<file path="config.mk">
export PLATFORM = sky130hd
export DESIGN_NAME = tnc_parser_flat
export DESIGN_NICKNAME = d
export VERILOG_FILES = /design/src/hdl/tnc_pkg.sv /design/src/hdl/tnc_byte_if.sv /design/src/hdl/tnc_verdict_if.sv /design/src/hdl/tnc_parser.sv /design/src/flat_wrapper.sv
export SDC_FILE = /design/constraint.sdc
export NUM_CORES = 1
export LEC_CHECK = 0
export BUFFER_PORTS_ARGS = -buffer_cell sky130_fd_sc_hd__buf_2
export CAP_MARGIN = 20
export CORE_ASPECT_RATIO = 0.75
export CORE_MARGIN = 2
export CORE_UTILIZATION = 45
export DETAILED_ROUTE_END_ITERATION = 8
export PLACE_DENSITY = 0.69
export SLEW_MARGIN = 20
export SYNTH_ARGS = -nofsm -noshare
export SYNTH_HDL_FRONTEND = slang
export SYNTH_SLANG_ARGS = --single-unit
</file>
<file path="constraint.sdc">
create_clock -name clk -period 5.1 [get_ports clk]
set_clock_uncertainty 0.05 [all_clocks]
set_input_delay 0.255 -clock clk [delete_from_list [all_inputs] [get_ports clk]]
set_output_delay 0.255 -clock clk [all_outputs]
set_load 0.02 [all_outputs]
</file>
<file path="src/hdl/tnc_pkg.sv">
// Shared constants and types for the markup tag nesting checker.
`default_nettype none

package tnc_pkg;

  localparam int DEF_STACK_DEPTH = 64;
  localparam int DEF_MAX_NAME    = 23;

  localparam logic [7:0]  BYTE_LT    = 8'h3C;
  localparam logic [7:0]  BYTE_GT    = 8'h3E;
  localparam logic [7:0]  BYTE_SLASH = 8'h2F;
  localparam logic [7:0]  BYTE_NL    = 8'h0A;
  localparam logic [15:0] PAIR_BR    = 16'h6272;
  localparam logic [15:0] PAIR_HR    = 16'h6872;

  typedef struct packed {
    logic chars;
    logic len;
  } tnc_wr_en_t;

endpackage

`default_nettype wire

</file>
<file path="src/hdl/tnc_byte_if.sv">
// Text byte channel: valid, ready and one raw character.
`default_nettype none

interface tnc_byte_if;
  logic       valid;
  logic       ready;
  logic [7:0] text_byte;

  modport source (output valid, output text_byte, input ready);
  modport sink (input valid, input text_byte, output ready);
endinterface

`default_nettype wire

</file>
<file path="src/hdl/tnc_verdict_if.sv">
// Verdict channel: valid, ready and the nesting verdict bit.
`default_nettype none

interface tnc_verdict_if;
  logic valid;
  logic ready;
  logic verdict_wrong;

  modport source (output valid, output verdict_wrong, input ready);
  modport sink (input valid, input verdict_wrong, output ready);
endinterface

`default_nettype wire

</file>
<file path="src/hdl/tnc_parser.sv">
// Tag parser: input register, nesting state, store addressing, verdict register.
`default_nettype none

module tnc_parser
  import tnc_pkg::*;
#(
  parameter int STACK_DEPTH = DEF_STACK_DEPTH,
  parameter int MAX_NAME    = DEF_MAX_NAME,
  localparam int CAW        = $clog2(STACK_DEPTH * MAX_NAME),
  localparam int SIW        = $clog2(STACK_DEPTH),
  localparam int LW         = $clog2(MAX_NAME + 1),
  localparam int PW         = $clog2(MAX_NAME + 2),
  localparam int DW         = $clog2(STACK_DEPTH + 1)
) (
  input  wire logic           clk,
  input  wire logic           rst,
  tnc_byte_if.sink            text,
  tnc_verdict_if.source       verdict,
  output      tnc_wr_en_t     wr_en,
  output      logic [CAW-1:0] char_waddr,
  output      logic [7:0]     char_wdata,
  output      logic [CAW-1:0] char_raddr,
  input  wire logic [7:0]     char_rdata,
  output      logic [SIW-1:0] len_waddr,
  output      logic [LW-1:0]  len_wdata,
  output      logic [SIW-1:0] len_raddr,
  input  wire logic [LW-1:0]  len_rdata
);

  logic          stage_valid;
  logic [7:0]    stage_byte;
  logic          out_valid;
  logic          out_wrong;

  logic          inside_tag, inside_tag_next;
  logic          closing_tag, closing_tag_next;
  logic [PW-1:0] name_position, name_position_next;
  logic [15:0]   first_two_chars, first_two_chars_next;
  logic          still_matching, still_matching_next;
  logic [DW-1:0] stack_depth, stack_depth_next;
  logic          error_seen, error_seen_next;

  logic          is_nl;
  logic          out_free;
  logic          fire;
  logic          stack_full;
  logic          wrong;
  logic [SIW-1:0] top_next;
  logic [PW-1:0]  pos_read;

  assign is_nl      = (stage_byte == BYTE_NL);
  assign out_free   = !out_valid || verdict.ready;
  assign fire       = stage_valid && (!is_nl || out_free);
  assign text.ready = !stage_valid || fire;
  assign stack_full = (stack_depth == DW'(STACK_DEPTH));
  assign wrong      = inside_tag || error_seen || (stack_depth != '0);

  assign verdict.valid         = out_valid;
  assign verdict.verdict_wrong = out_wrong;

  always_comb begin
    inside_tag_next      = inside_tag;
    closing_tag_next     = closing_tag;
    name_position_next   = name_position;
    first_two_chars_next = first_two_chars;
    still_matching_next  = still_matching;
    stack_depth_next     = stack_depth;
    error_seen_next      = error_seen;
    wr_en                = '0;

    if (fire) begin
      if (is_nl) begin
        inside_tag_next      = 1'b0;
        closing_tag_next     = 1'b0;
        name_position_next   = '0;
        first_two_chars_next = '0;
        still_matching_next  = 1'b1;
        stack_depth_next     = '0;
        error_seen_next      = 1'b0;
      end else if (!inside_tag) begin
        if (stage_byte == BYTE_LT) begin
          inside_tag_next      = 1'b1;
          closing_tag_next     = 1'b0;
          name_position_next   = '0;
          first_two_chars_next = '0;
          still_matching_next  = 1'b1;
        end
      end else if (stage_byte == BYTE_GT) begin
        inside_tag_next = 1'b0;
        if (name_position <= PW'(MAX_NAME)) begin
          if (!closing_tag) begin
            if (name_position == PW'(2) &&
                (first_two_chars == PAIR_BR || first_two_chars == PAIR_HR)) begin
              stack_depth_next = stack_depth;
            end else if (stack_full) begin
              error_seen_next = 1'b1;
            end else begin
              wr_en.len        = 1'b1;
              stack_depth_next = stack_depth + DW'(1);
            end
          end else begin
            if (stack_depth == '0) begin
              error_seen_next = 1'b1;
            end else if (still_matching && name_position == PW'(len_rdata)) begin
              stack_depth_next = stack_depth - DW'(1);
            end
          end
        end
      end else if (!closing_tag && name_position == '0 && stage_byte == BYTE_SLASH) begin
        closing_tag_next = 1'b1;
      end else if (name_position >= PW'(MAX_NAME)) begin
        error_seen_next    = 1'b1;
        name_position_next = PW'(MAX_NAME + 1);
      end else begin
        if (!closing_tag) begin
          wr_en.chars = !stack_full;
          if (name_position < PW'(2)) begin
            first_two_chars_next = {first_two_chars[7:0], stage_byte};
          end
        end else if (stack_depth == '0) begin
          still_matching_next = 1'b0;
        end else if (name_position >= PW'(len_rdata) || char_rdata != stage_byte) begin
          still_matching_next = 1'b0;
        end
        name_position_next = name_position + PW'(1);
      end
    end
  end

  assign char_waddr = CAW'(int'(stack_depth[SIW-1:0]) * MAX_NAME + int'(name_position));
  assign char_wdata = stage_byte;
  assign len_waddr  = stack_depth[SIW-1:0];
  assign len_wdata  = LW'(name_position);

  assign top_next   = (stack_depth_next == '0) ? '0 : SIW'(stack_depth_next - DW'(1));
  assign pos_read   = (name_position_next < PW'(MAX_NAME)) ? name_position_next : '0;
  assign len_raddr  = top_next;
  assign char_raddr = CAW'(int'(top_next) * MAX_NAME + int'(pos_read));

  always_ff @(posedge clk) begin
    if (rst) begin
      stage_valid     <= 1'b0;
      out_valid       <= 1'b0;
      inside_tag      <= 1'b0;
      closing_tag     <= 1'b0;
      name_position   <= '0;
      first_two_chars <= '0;
      still_matching  <= 1'b1;
      stack_depth     <= '0;
      error_seen      <= 1'b0;
    end else begin
      if (text.valid && text.ready) begin
        stage_valid <= 1'b1;
      end else if (fire) begin
        stage_valid <= 1'b0;
      end
      if (fire && is_nl) begin
        out_valid <= 1'b1;
      end else if (verdict.ready) begin
        out_valid <= 1'b0;
      end
      inside_tag      <= inside_tag_next;
      closing_tag     <= closing_tag_next;
      name_position   <= name_position_next;
      first_two_chars <= first_two_chars_next;
      still_matching  <= still_matching_next;
      stack_depth     <= stack_depth_next;
      error_seen      <= error_seen_next;
    end
  end

  always_ff @(posedge clk) begin
    if (text.valid && text.ready) begin
      stage_byte <= text.text_byte;
    end
    if (fire && is_nl) begin
      out_wrong <= wrong;
    end
  end

  a_nl_clears: assert property (@(posedge clk) disable iff (rst)
    fire && is_nl |=> stack_depth == '0 && !error_seen && !inside_tag)
    else $error("state not cleared after newline");

  a_depth_step: assert property (@(posedge clk) disable iff (rst)
    !(fire && is_nl) |=> stack_depth == $past(stack_depth) ||
                         stack_depth == $past(stack_depth) + DW'(1) ||
                         stack_depth == $past(stack_depth) - DW'(1))
    else $error("stack depth moved by more than one");

  a_depth_bound: assert property (@(posedge clk) disable iff (rst)
    wr_en.len |-> !stack_full && stack_depth_next == stack_depth + DW'(1))
    else $error("length write without push");

  a_verdict_src: assert property (@(posedge clk) disable iff (rst)
    $rose(out_valid) |-> $past(fire && is_nl))
    else $error("verdict without newline");

endmodule

`default_nettype wire

</file>
<file path="src/flat_wrapper.sv">
// flat-port wrapper written by rule: the top's interface ports become plain ports
module tnc_parser_flat import tnc_pkg::*;
#(
  parameter int STACK_DEPTH = DEF_STACK_DEPTH,
  parameter int MAX_NAME    = DEF_MAX_NAME,
  localparam int CAW        = $clog2(STACK_DEPTH * MAX_NAME),
  localparam int SIW        = $clog2(STACK_DEPTH),
  localparam int LW         = $clog2(MAX_NAME + 1),
  localparam int PW         = $clog2(MAX_NAME + 2),
  localparam int DW         = $clog2(STACK_DEPTH + 1)
)
  (clk, rst, wr_en, char_waddr, char_wdata, char_raddr, char_rdata, len_waddr, len_wdata, len_raddr, len_rdata, text_valid, text_text_byte, text_ready, verdict_valid, verdict_verdict_wrong, verdict_ready);
  tnc_byte_if text_i ();
  tnc_verdict_if verdict_i ();
  input  wire logic clk;
  input  wire logic rst;
  output      tnc_wr_en_t wr_en;
  output      logic [CAW-1:0] char_waddr;
  output      logic [7:0] char_wdata;
  output      logic [CAW-1:0] char_raddr;
  input  wire logic [7:0] char_rdata;
  output      logic [SIW-1:0] len_waddr;
  output      logic [LW-1:0] len_wdata;
  output      logic [SIW-1:0] len_raddr;
  input  wire logic [LW-1:0] len_rdata;
  input wire logic [$bits(text_i.valid)-1:0] text_valid;
  input wire logic [$bits(text_i.text_byte)-1:0] text_text_byte;
  output wire logic [$bits(text_i.ready)-1:0] text_ready;
  output wire logic [$bits(verdict_i.valid)-1:0] verdict_valid;
  output wire logic [$bits(verdict_i.verdict_wrong)-1:0] verdict_verdict_wrong;
  input wire logic [$bits(verdict_i.ready)-1:0] verdict_ready;
  assign text_i.valid = text_valid;
  assign text_i.text_byte = text_text_byte;
  assign text_ready = text_i.ready;
  assign verdict_valid = verdict_i.valid;
  assign verdict_verdict_wrong = verdict_i.verdict_wrong;
  assign verdict_i.ready = verdict_ready;
  tnc_parser #(.STACK_DEPTH(STACK_DEPTH), .MAX_NAME(MAX_NAME)) u_core (.clk(clk), .rst(rst), .text(text_i), .verdict(verdict_i), .wr_en(wr_en), .char_waddr(char_waddr), .char_wdata(char_wdata), .char_raddr(char_raddr), .char_rdata(char_rdata), .len_waddr(len_waddr), .len_wdata(len_wdata), .len_raddr(len_raddr), .len_rdata(len_rdata));
endmodule
</file>
[Yosys cells after proc, flatten, opt, wreduce, memory -nomap -nowiden]
Cells that the tools add are included.
Storage, ports and cells
  register bits: 43
  word-level logic and storage cells: 150
Operators by class
  add/subtract/negate cells: 6
  multipliers: 2
  $lt $le $gt $ge: 5
  equality and inequality tests: 23
  mux-type cells: 71
  reductions and logical operators: 32
Operator list (count)
  16-bit two-way mux: 8
  7-bit two-way mux: 10
  1-bit two-way mux: 41
  5-bit two-way mux: 8
  16-bit by 15-bit equality test with 1-bit output (second input constant): 2
  8-bit by 6-bit equality test with 1-bit output (second input constant): 3
  11-bit by 6-bit adder with 11-bit output: 2
  6-bit by 5-bit multiplier with 11-bit output (second input constant): 2
  3-bit inequality test (second input constant): 7
  7-bit logical NOT: 2
  7-bit AND reduction: 2
  8-bit by 4-bit equality test with 1-bit output (second input constant): 1
  4-bit inequality test (second input constant): 2
  8-bit inequality test: 1
  8-bit AND reduction: 1
  7-bit by 1-bit adder with 7-bit output (second input constant): 1
  7-bit equality test (second input constant): 1
  1-bit logical AND: 7
  1-bit logical OR: 7
  7-bit nonzero test: 1
  7-bit by 1-bit subtractor with 7-bit output (second input constant): 1
  2-bit two-way mux: 3
  6-bit two-way mux: 1
  2-bit nonzero test: 3
  other kinds (17): 22

[Longest topological paths before layout]
Gate-level depths: netlist (run 1).
  depth after elaboration: 14
  gate-level depth with buffers: 26
  depth with buffers taken out: 26

[Worst setup path after synthesis (run 1)]
No wires, ideal clock.
  path type: register to output
  from: register u_core.stage_byte[6] (netlist: u_core.char_wdata[6])
  to: output port char_raddr[10]
  arrival: 5959 ps
  slack: -1164 ps
  stages on the path, launching flop included: 24
  path buffers: 1
  cells stage by stage: edfxtp_1 > nand4bb_4 > or4_1 > buf_2 > a2111o_1 > and3_4 > o22ai_4 > o211a_1 > nor2b_1 > mux2i_1 > ha_1 > inv_1 > fa_1 > fa_1 > inv_1 > ha_1 > inv_1 > nor2_1 > nor2_1 > o21bai_1 > a21oi_1 > o21bai_1 > a21oi_1 > xnor2_1
On the way
  elaborated cells between the ends (all ways): 25
RTL lines
  start, declared: line tnc_parser.sv:31  | logic [7:0] stage_byte;
  start signal, assigned: line tnc_parser.sv:174  | stage_byte <= text.text_byte;
  8-bit by 6-bit equality test with 1-bit output / 8-bit by 4-bit equality test with 1-bit output (equally long branches): line tnc_parser.sv:88, tnc_parser.sv:51
  7-bit two-way mux / 1-bit logical NOT (equally long branches): line tnc_parser.sv:88, tnc_parser.sv:53
  7-bit two-way mux / 1-bit logical OR (equally long branches): line tnc_parser.sv:80, tnc_parser.sv:53
  7-bit two-way mux / 1-bit logical AND (equally long branches): line tnc_parser.sv:72, tnc_parser.sv:53
  7-bit two-way mux *: line tnc_parser.sv:71  | if (fire) begin
  6-bit by 1-bit subtractor with 6-bit output / 7-bit logical NOT (equally long branches): line tnc_parser.sv:135  | assign top_next = (stack_depth_next == '0) ? '0 : SIW'(stack_depth_next - DW'(1));
  6-bit two-way mux *: line tnc_parser.sv:135
  net len_raddr[5]: line flat_wrapper.sv:24  | output logic [SIW-1:0] len_raddr;
  6-bit by 5-bit multiplier with 11-bit output *: line tnc_parser.sv:138  | assign char_raddr = CAW'(int'(top_next) * MAX_NAME + int'(pos_read));
  11-bit by 6-bit adder with 11-bit output *: line tnc_parser.sv:138
  end, declared: line flat_wrapper.sv:20  | output logic [CAW-1:0] char_raddr;
Mark *: on every way through the listed nets, which the timed path passes. The rest lies on a longest branch.

[Final worst setup path (run 1)]
  from: register u_core.name_position[4] (netlist: u_core.len_wdata[4])
  to: output port char_raddr[10]
On the way
  word-level cells in the longest chain between the ends: 14
  elaborated cells between the ends (all ways): 33
Ends and longest elaborated chain
  start, declared: line tnc_parser.sv:37  | logic [PW-1:0] name_position, name_position_next;
  start signal, assigned: line tnc_parser.sv:164  | name_position <= name_position_next;
  5-bit equality test: line tnc_parser.sv:104  | end else if (still_matching && name_position == PW'(len_rdata)) begin
  1-bit logical AND: line tnc_parser.sv:104
  7-bit two-way mux: line tnc_parser.sv:104
  7-bit two-way mux: line tnc_parser.sv:102  | if (stack_depth == '0) begin
  7-bit two-way mux: line tnc_parser.sv:91  | if (!closing_tag) begin
  7-bit two-way mux: line tnc_parser.sv:90  | if (name_position <= PW'(MAX_NAME)) begin
  7-bit two-way mux: line tnc_parser.sv:88  | end else if (stage_byte == BYTE_GT) begin
  7-bit two-way mux: line tnc_parser.sv:80  | end else if (!inside_tag) begin
  7-bit two-way mux: line tnc_parser.sv:72  | if (is_nl) begin
  7-bit two-way mux: line tnc_parser.sv:71
  6-bit by 1-bit subtractor with 6-bit output / 7-bit logical NOT (equally long branches): line tnc_parser.sv:135
  6-bit two-way mux: line tnc_parser.sv:135
  6-bit by 5-bit multiplier with 11-bit output: line tnc_parser.sv:138
  11-bit by 6-bit adder with 11-bit output *: line tnc_parser.sv:138
Every way passes the cells marked *; elsewhere a longest branch is shown, timed or not.

==> out/metrics.yaml, run 1 <==
status: "finished with violations"
violations: "setup timing"
setup_tns_ps: -4620
min_to: "u_core.char_wdata[1]"
synthTopCellsByCount: "ha_1, inv_1, nor2_1"
synth_area_leaders: "ha_1, dfxtp_1, fa_1, edfxtp_1, inv_1"
worst-r2r-cell-count: 9
dpl.cell_count: 836
clock_latency_ps: 290
synth_warnings: 0
synth_most_common_cell: "ha_1"
ys.flop_type: "dfxtp_1"
die_w_um: 120
row_count: 31
p_leak_nw: 3.42
fin_ws_ps: -942
drt_iter0_markers: 422
power_density_nw_per_um2: 124
synth_edf_count: 9
critPathLaunchType: "flip-flop"
via_per_inst: 5.46
r2r_end: "u_core.first_two_chars[10]"
holdCritStartpoint: "text_text_byte[1]"
pin_count: 77
fin_cells: 860
grt_usage_pct: 26.0
dr.pass1.iters: 6
ant_nets: 0
dp_slack_ps: -813
regArea_um2: 955
hp-class: "input pin to flip-flop"
async_flop_share_pct: 0
clock_sinks: 43
root_buffer: "clkbuf_16"
worstPathMaxFanout: 6
vias: 4698
antenna_found_initial: 0
fillers: 687
grt_first_pass_wirelength_um: 22700
gp_congestion: 0.949
area_growth_pct: 50.5
diodes: 0
wl_per_cell_um: 16.9
htree_levels: 2
seq_area_frac_synth_pct: 21.0
drive_gt1_share_pct: 43.8
io_buffers: 76
tightestPinTransition_ps: 1120
placedInstanceArea_um2: 6050
final_area_um2: 6810
fin_nets: 845
syn_area_per_cell_um2: 8.81
max-cap-violations: 0
synth-seq-cells: 43
slew_violations: 0
period_needed_ps: 6040
ys_types: 68
drt_wl_total_um: 14500
crit_required_ps: 4800
synth.cell_area_um2: 4530
final_core_util_pct: 70.0
grt_pass1_vias: 4505
path_clk_slew_ps: 60
r2r_slack_ps: 1850
clock_path_buffers: 2
cp_slowest_cell: "or4_4"
synth.largest_area_cell: "ha_1"
period_share_pct: 118
irDropWorstVdd_mv: 0.135
setup_viol: 8
path_class: "flip-flop to output pin"
overflow: 0
cts_tree: "done"
die_h_um: 90.9
r2r-start: "u_core.len_wdata[2]"
initial_core_util_pct: 46.5
synth_top_area_share_pct: 19.6
fmax_mhz: 166
numCtsBuffers: 5
synthCells: 514
grt_max_degree: 35
rsz0062_at_grt: "yes"
synth_nets: 632
dp_hpwl_um: 10800
crit_path_max_incr_delay_ps: 580
relSlewSlack_pct: 24.9
fp.coreArea_um2: 9740
dieArea_um2: 10900
hold_violations: 0
crit_arrival_ps: 5740
multi_input_area_um2: 3690
drc_errors: 0
endpoint_kind: "output pin"
min_delay_path_depth: 1
-- worst max-delay path: cells and delay by family (launching register included) --
family | cells | cell delay, ps
simple gates | 8 | 1470
fa+ha+maj | 4 | 1560
xor+xnor | 1 | 140
buf+inv | 7 | 700
flops | 1 | 370
compound gates | 6 | 1190
-- registers in the layout, summed over array words and instances (netlist names) --
name / flops
u_core.first_two_chars: 16
u_core.char_wdata: 8
u_core.stack_depth: 7
u_core.len_wdata: 5
u_core.closing_tag: 1
u_core.error_seen: 1
u_core.inside_tag: 1
u_core.stage_valid: 1
u_core.still_matching: 1
u_core.verdict.valid: 1
u_core.verdict.verdict_wrong: 1
-- metal layers --
layer  track usage, %  vias up  wire, um
li1                 -     2219         -
met1             37.0     2244      6510
met2             40.5      205      6610
met3             5.43       30      1150
met4             5.59        0       229
met5                0        -         0
-- report_power, final --
part	total [mW]	switching (mW)	internal [mW]
Combinational	0.0862	0.0483	0.0378
Clock	0.402	0.141	0.261
Sequential	0.358	0.00516	0.353
Total	0.847	0.195	0.652
-- per-stage QoR --
stage / hold slack [ps] / total power [mW]
finish: 87.3 / 0.847
global route: 85.7 / 0.866
CTS: 87.0 / 0.843
detailed placement: 383 / 0.444
global placement: 384 / 0.441
floorplan: 304 / 0.404
-- what timing repair did --
item                                    in CTS  in global routing
pin swaps                                   41                 28
setup buffers                               12                 11
hold buffers                                 0                  0
gates resized for setup                     58                 37
endpoints found under the setup margin       8                  8
-- how the worst max path moves through the flow --
stage,start,endpoint,slack (ps),cells past startpoint
after global routing,u_core.char_wdata[6],char_raddr[10],-1140,26
after CTS,u_core.first_two_chars[8],char_raddr[10],-850,24
after floorplan,u_core.char_wdata[7],char_raddr[10],-640,21
after global placement,u_core.char_wdata[7],char_raddr[10],-630,22
final,u_core.len_wdata[4],char_raddr[10],-940,26
after detailed placement,u_core.first_two_chars[0],char_raddr[10],-810,24
-- cells in the final DEF (no fill, tap or decap), types with 9 or more instances in the layout --
| cell | instances |
|---|---|
| nor2_1 | 40 |
| ha_4 | 13 |
| buf_2 | 68 |
| dfxtp_1 | 31 |
| inv_1 | 63 |
| o21ai_0 | 12 |
| nand2_1 | 25 |
| a22oi_1 | 18 |
| ha_1 | 55 |
| buf_4 | 145 |
| a21oi_1 | 18 |
| edfxtp_1 | 9 |
| fa_1 | 20 |
| xnor2_1 | 10 |
| buf_6 | 11 |
-- layout make-up --
class | count | area share [%]
repair buffers | 224 | 22.8
well taps | 132 | 2.42
inverters | 70 | 3.86
clock inverters | 1 | 0.441
multi-input cells | 383 | 54.2
clock buffers | 7 | 2.26
flip-flops and latches | 43 | 14.0
-- kinds of logic after synthesis --
family | Yosys count | share of synthesized area, %
AO/OA/AOI/OAI | 114 | 17.1
XOR/XNOR | 27 | 5.22
adder cells (fa/ha/maj) | 93 | 29.4
buffers and inverters | 88 | 8.02
flip-flops | 43 | 21.0
multiplexers | 2 | 0.442
AND/OR/NAND/NOR | 147 | 18.9
Note: power is estimated with default switching activity, not from simulation.
==> inputs of run 2 (changes only) <==
Settings changed: CORE_MARGIN 2 to not set, TNS_END_PERCENT set to 10.
==> run 2 against run 1 <==
The run still ends with setup timing left. Total power decreased by 9.8%. Critical path type unchanged. Sequential power about the same. Sequential cell count unchanged. Critical endpoint unchanged. Register-to-register slack improved by 380 ps. Largest power group is now sequential cells. Combinational power shrank 5.7%.
==> out/metrics.yaml, run 2 (synthesis results as in run 1) <==
critPathLaunch: "u_core.len_wdata[2]"
fin_ws_ps: -875
fin_nets: 849
initial_core_util_pct: 46.7
regMostFlops: "u_core.first_two_chars"
r2r_slack_ps: 2230
overflow: 0
grt_pass1_vias: 4521
p_leak_nw: 3.36
clock_latency_ps: 290
fp.coreArea_um2: 9700
die_h_um: 88.9
antenna_found_initial: 1
fillers: 776
dieArea_um2: 10500
row_count: 31
slew_violations: 0
endpoint_kind: "output pin"
cts_tree: "done"
grt_usage_pct: 26.6
routed-wl-met3_um: 1260
max-cap-violations: 0
setup_viol: 8
holdCritStartpoint: "text_text_byte[1]"
numCtsBuffers: 5
routed.top_layer: "met4"
crit_path_max_incr_delay_ps: 520
min_to: "u_core.char_wdata[1]"
largest_reg_flops: 16
io_buffers: 76
critPathLaunchType: "flip-flop"
crit_required_ps: 4800
crit_arrival_ps: 5670
min_delay_path_depth: 1
final_core_util_pct: 68.1
status: "finished with violations"
wl_met2_um: 6470
r2r_end: "u_core.first_two_chars[10]"
relSlewSlack_pct: 53.6
hold_violations: 0
worst-r2r-cell-count: 9
power_density_nw_per_um2: 116
clock_path_buffers: 2
drive_gt1_share_pct: 41.4
pin_count: 77
hp-class: "input pin to flip-flop"
period_needed_ps: 5970
htree_levels: 2
final_cell_mix: "buf_4, buf_2, inv_1"
clock_sinks: 43
power_mw: 0.764
cp_slowest_cell: "or4_1"
dr.pass1.iters: 6
wl_per_cell_um: 16.3
ant_nets: 0
die_w_um: 118
worstPathMaxFanout: 5
grt_first_pass_wirelength_um: 22100
via_per_inst: 5.46
dp_hpwl_um: 11000
wl_met1_um: 6130
fmax_mhz: 167
path_clk_slew_ps: 60
final_common_cell: "buf_4"
r2r-start: "u_core.len_wdata[2]"
path_class: "flip-flop to output pin"
worstPathBufferInverterCount: 4
area_growth_pct: 45.8
irDropWorstVdd_mv: 0.166
path_cells: "buf_4 -> or4_1 -> or3_1 -> a21oi_2 -> o21a_1 -> a21oi_1 -> o21ai_1 -> buf_4 -> nor2_1 -> o21ai_0 -> fa_1 -> inv_1 -> ha_1 -> fa_2 -> fa_2 -> a21oi_2 -> nor2_2 -> nor2_2 -> o21bai_1 -> a21oi_2 -> o21bai_1 -> a21oi_2 -> xnor2_2 -> buf_4"
critical_path.top_delay_family: "compound AO/OA/AOI/OAI gates"
rsz0062_at_grt: "yes"
vias: 4726
drt_wl_total_um: 14100
root_buffer: "clkbuf_16"
crit_top_cell: "a21oi_2"
tightestPinTransition_ps: 696
grt_max_degree: 35
period_share_pct: 117
drc_errors: 0
violations: "setup timing"
setup_tns_ps: -4580
drt_iter0_markers: 438
postCtsHoldBufs: 0
gp_congestion: 0.971
## run 2: changes by cell type in the layout (fill, tap and decap cells not counted), moves of 4 or more
| cell | before | now |
|---|---|---|
| buf_4 | 145 | 155 |
| buf_6 | 11 | 3 |
| ha_1 | 55 | 64 |
| ha_4 | 13 | 5 |
| o21ai_1 | 8 | 4 |
| xnor2_1 | 10 | 14 |
| xnor2_2 | 8 | 4 |
## run 2: layout make-up
type / count / area, um^2 / share of cell area [%]
Clock inverter: 2 / 12.5 / 0.190
Timing Repair Buffer: 228 / 1550 / 23.5
Tap cell: 132 / 165 / 2.50
Multi-Input combinational cell: 383 / 3530 / 53.4
Inverter: 70 / 263 / 3.98
Sequential cell: 43 / 953 / 14.4
Antenna cell: 1 / 2.50 / 0.0379
Clock buffer: 6 / 129 / 1.95
## run 2: worst reg2reg max path: stages (launching register included)
cell     delay, ps
dfxtp_1        360
buf_4          170
or4_1          520
or3_1          420
nor2_1         240
buf_4          170
nor3_1          50
o21ai_2        520
a22oi_1        180
nor2_1         120
## run 2: timing repair
item	in CTS	in global routing
pin swaps	28	28
hold endpoints to repair	0	0
setup buffers	16	3
gates resized for setup	29	33
setup endpoints to repair	8	8
## run 2: metrics by stage
| step | area (um^2) | setup WS (ps) | cells | hold slack, ps |
|---|---|---|---|---|
| CTS | 6410 | -950 | 861 | 95.1 |
| finish | 6600 | -875 | 865 | 93.9 |
| global route | 6600 | -1130 | 864 | 90.6 |
| detailed placement | 6050 | -734 | 838 | 383 |
| global placement | 6050 | -636 | 838 | 383 |
| floorplan | 4600 | -642 | 514 | 304 |
## run 2: worst max-delay path by stage
stage                     cells after the start        endpoint
after floorplan                              21  char_raddr[10]
final                                        24  char_raddr[10]
after CTS                                    25  char_raddr[10]
after global routing                         25  char_raddr[10]
after global placement                       24  char_raddr[10]
after detailed placement                     24  char_raddr[10]
## run 2: power breakdown
| part | switching, mW | internal (mW) | total (mW) |
|---|---|---|---|
| Combinational | 0.0460 | 0.0353 | 0.0813 |
| Clock | 0.143 | 0.181 | 0.324 |
| Sequential | 0.00557 | 0.353 | 0.359 |
| Total | 0.194 | 0.570 | 0.764 |
## run 2: per-layer routing
metal / GRT usage [%] / up-vias
met4: 5.13 / 0
met3: 6.25 / 26
met2: 43.3 / 240
li1: - / 2225
met1: 36.4 / 2235
met5: 0 / -
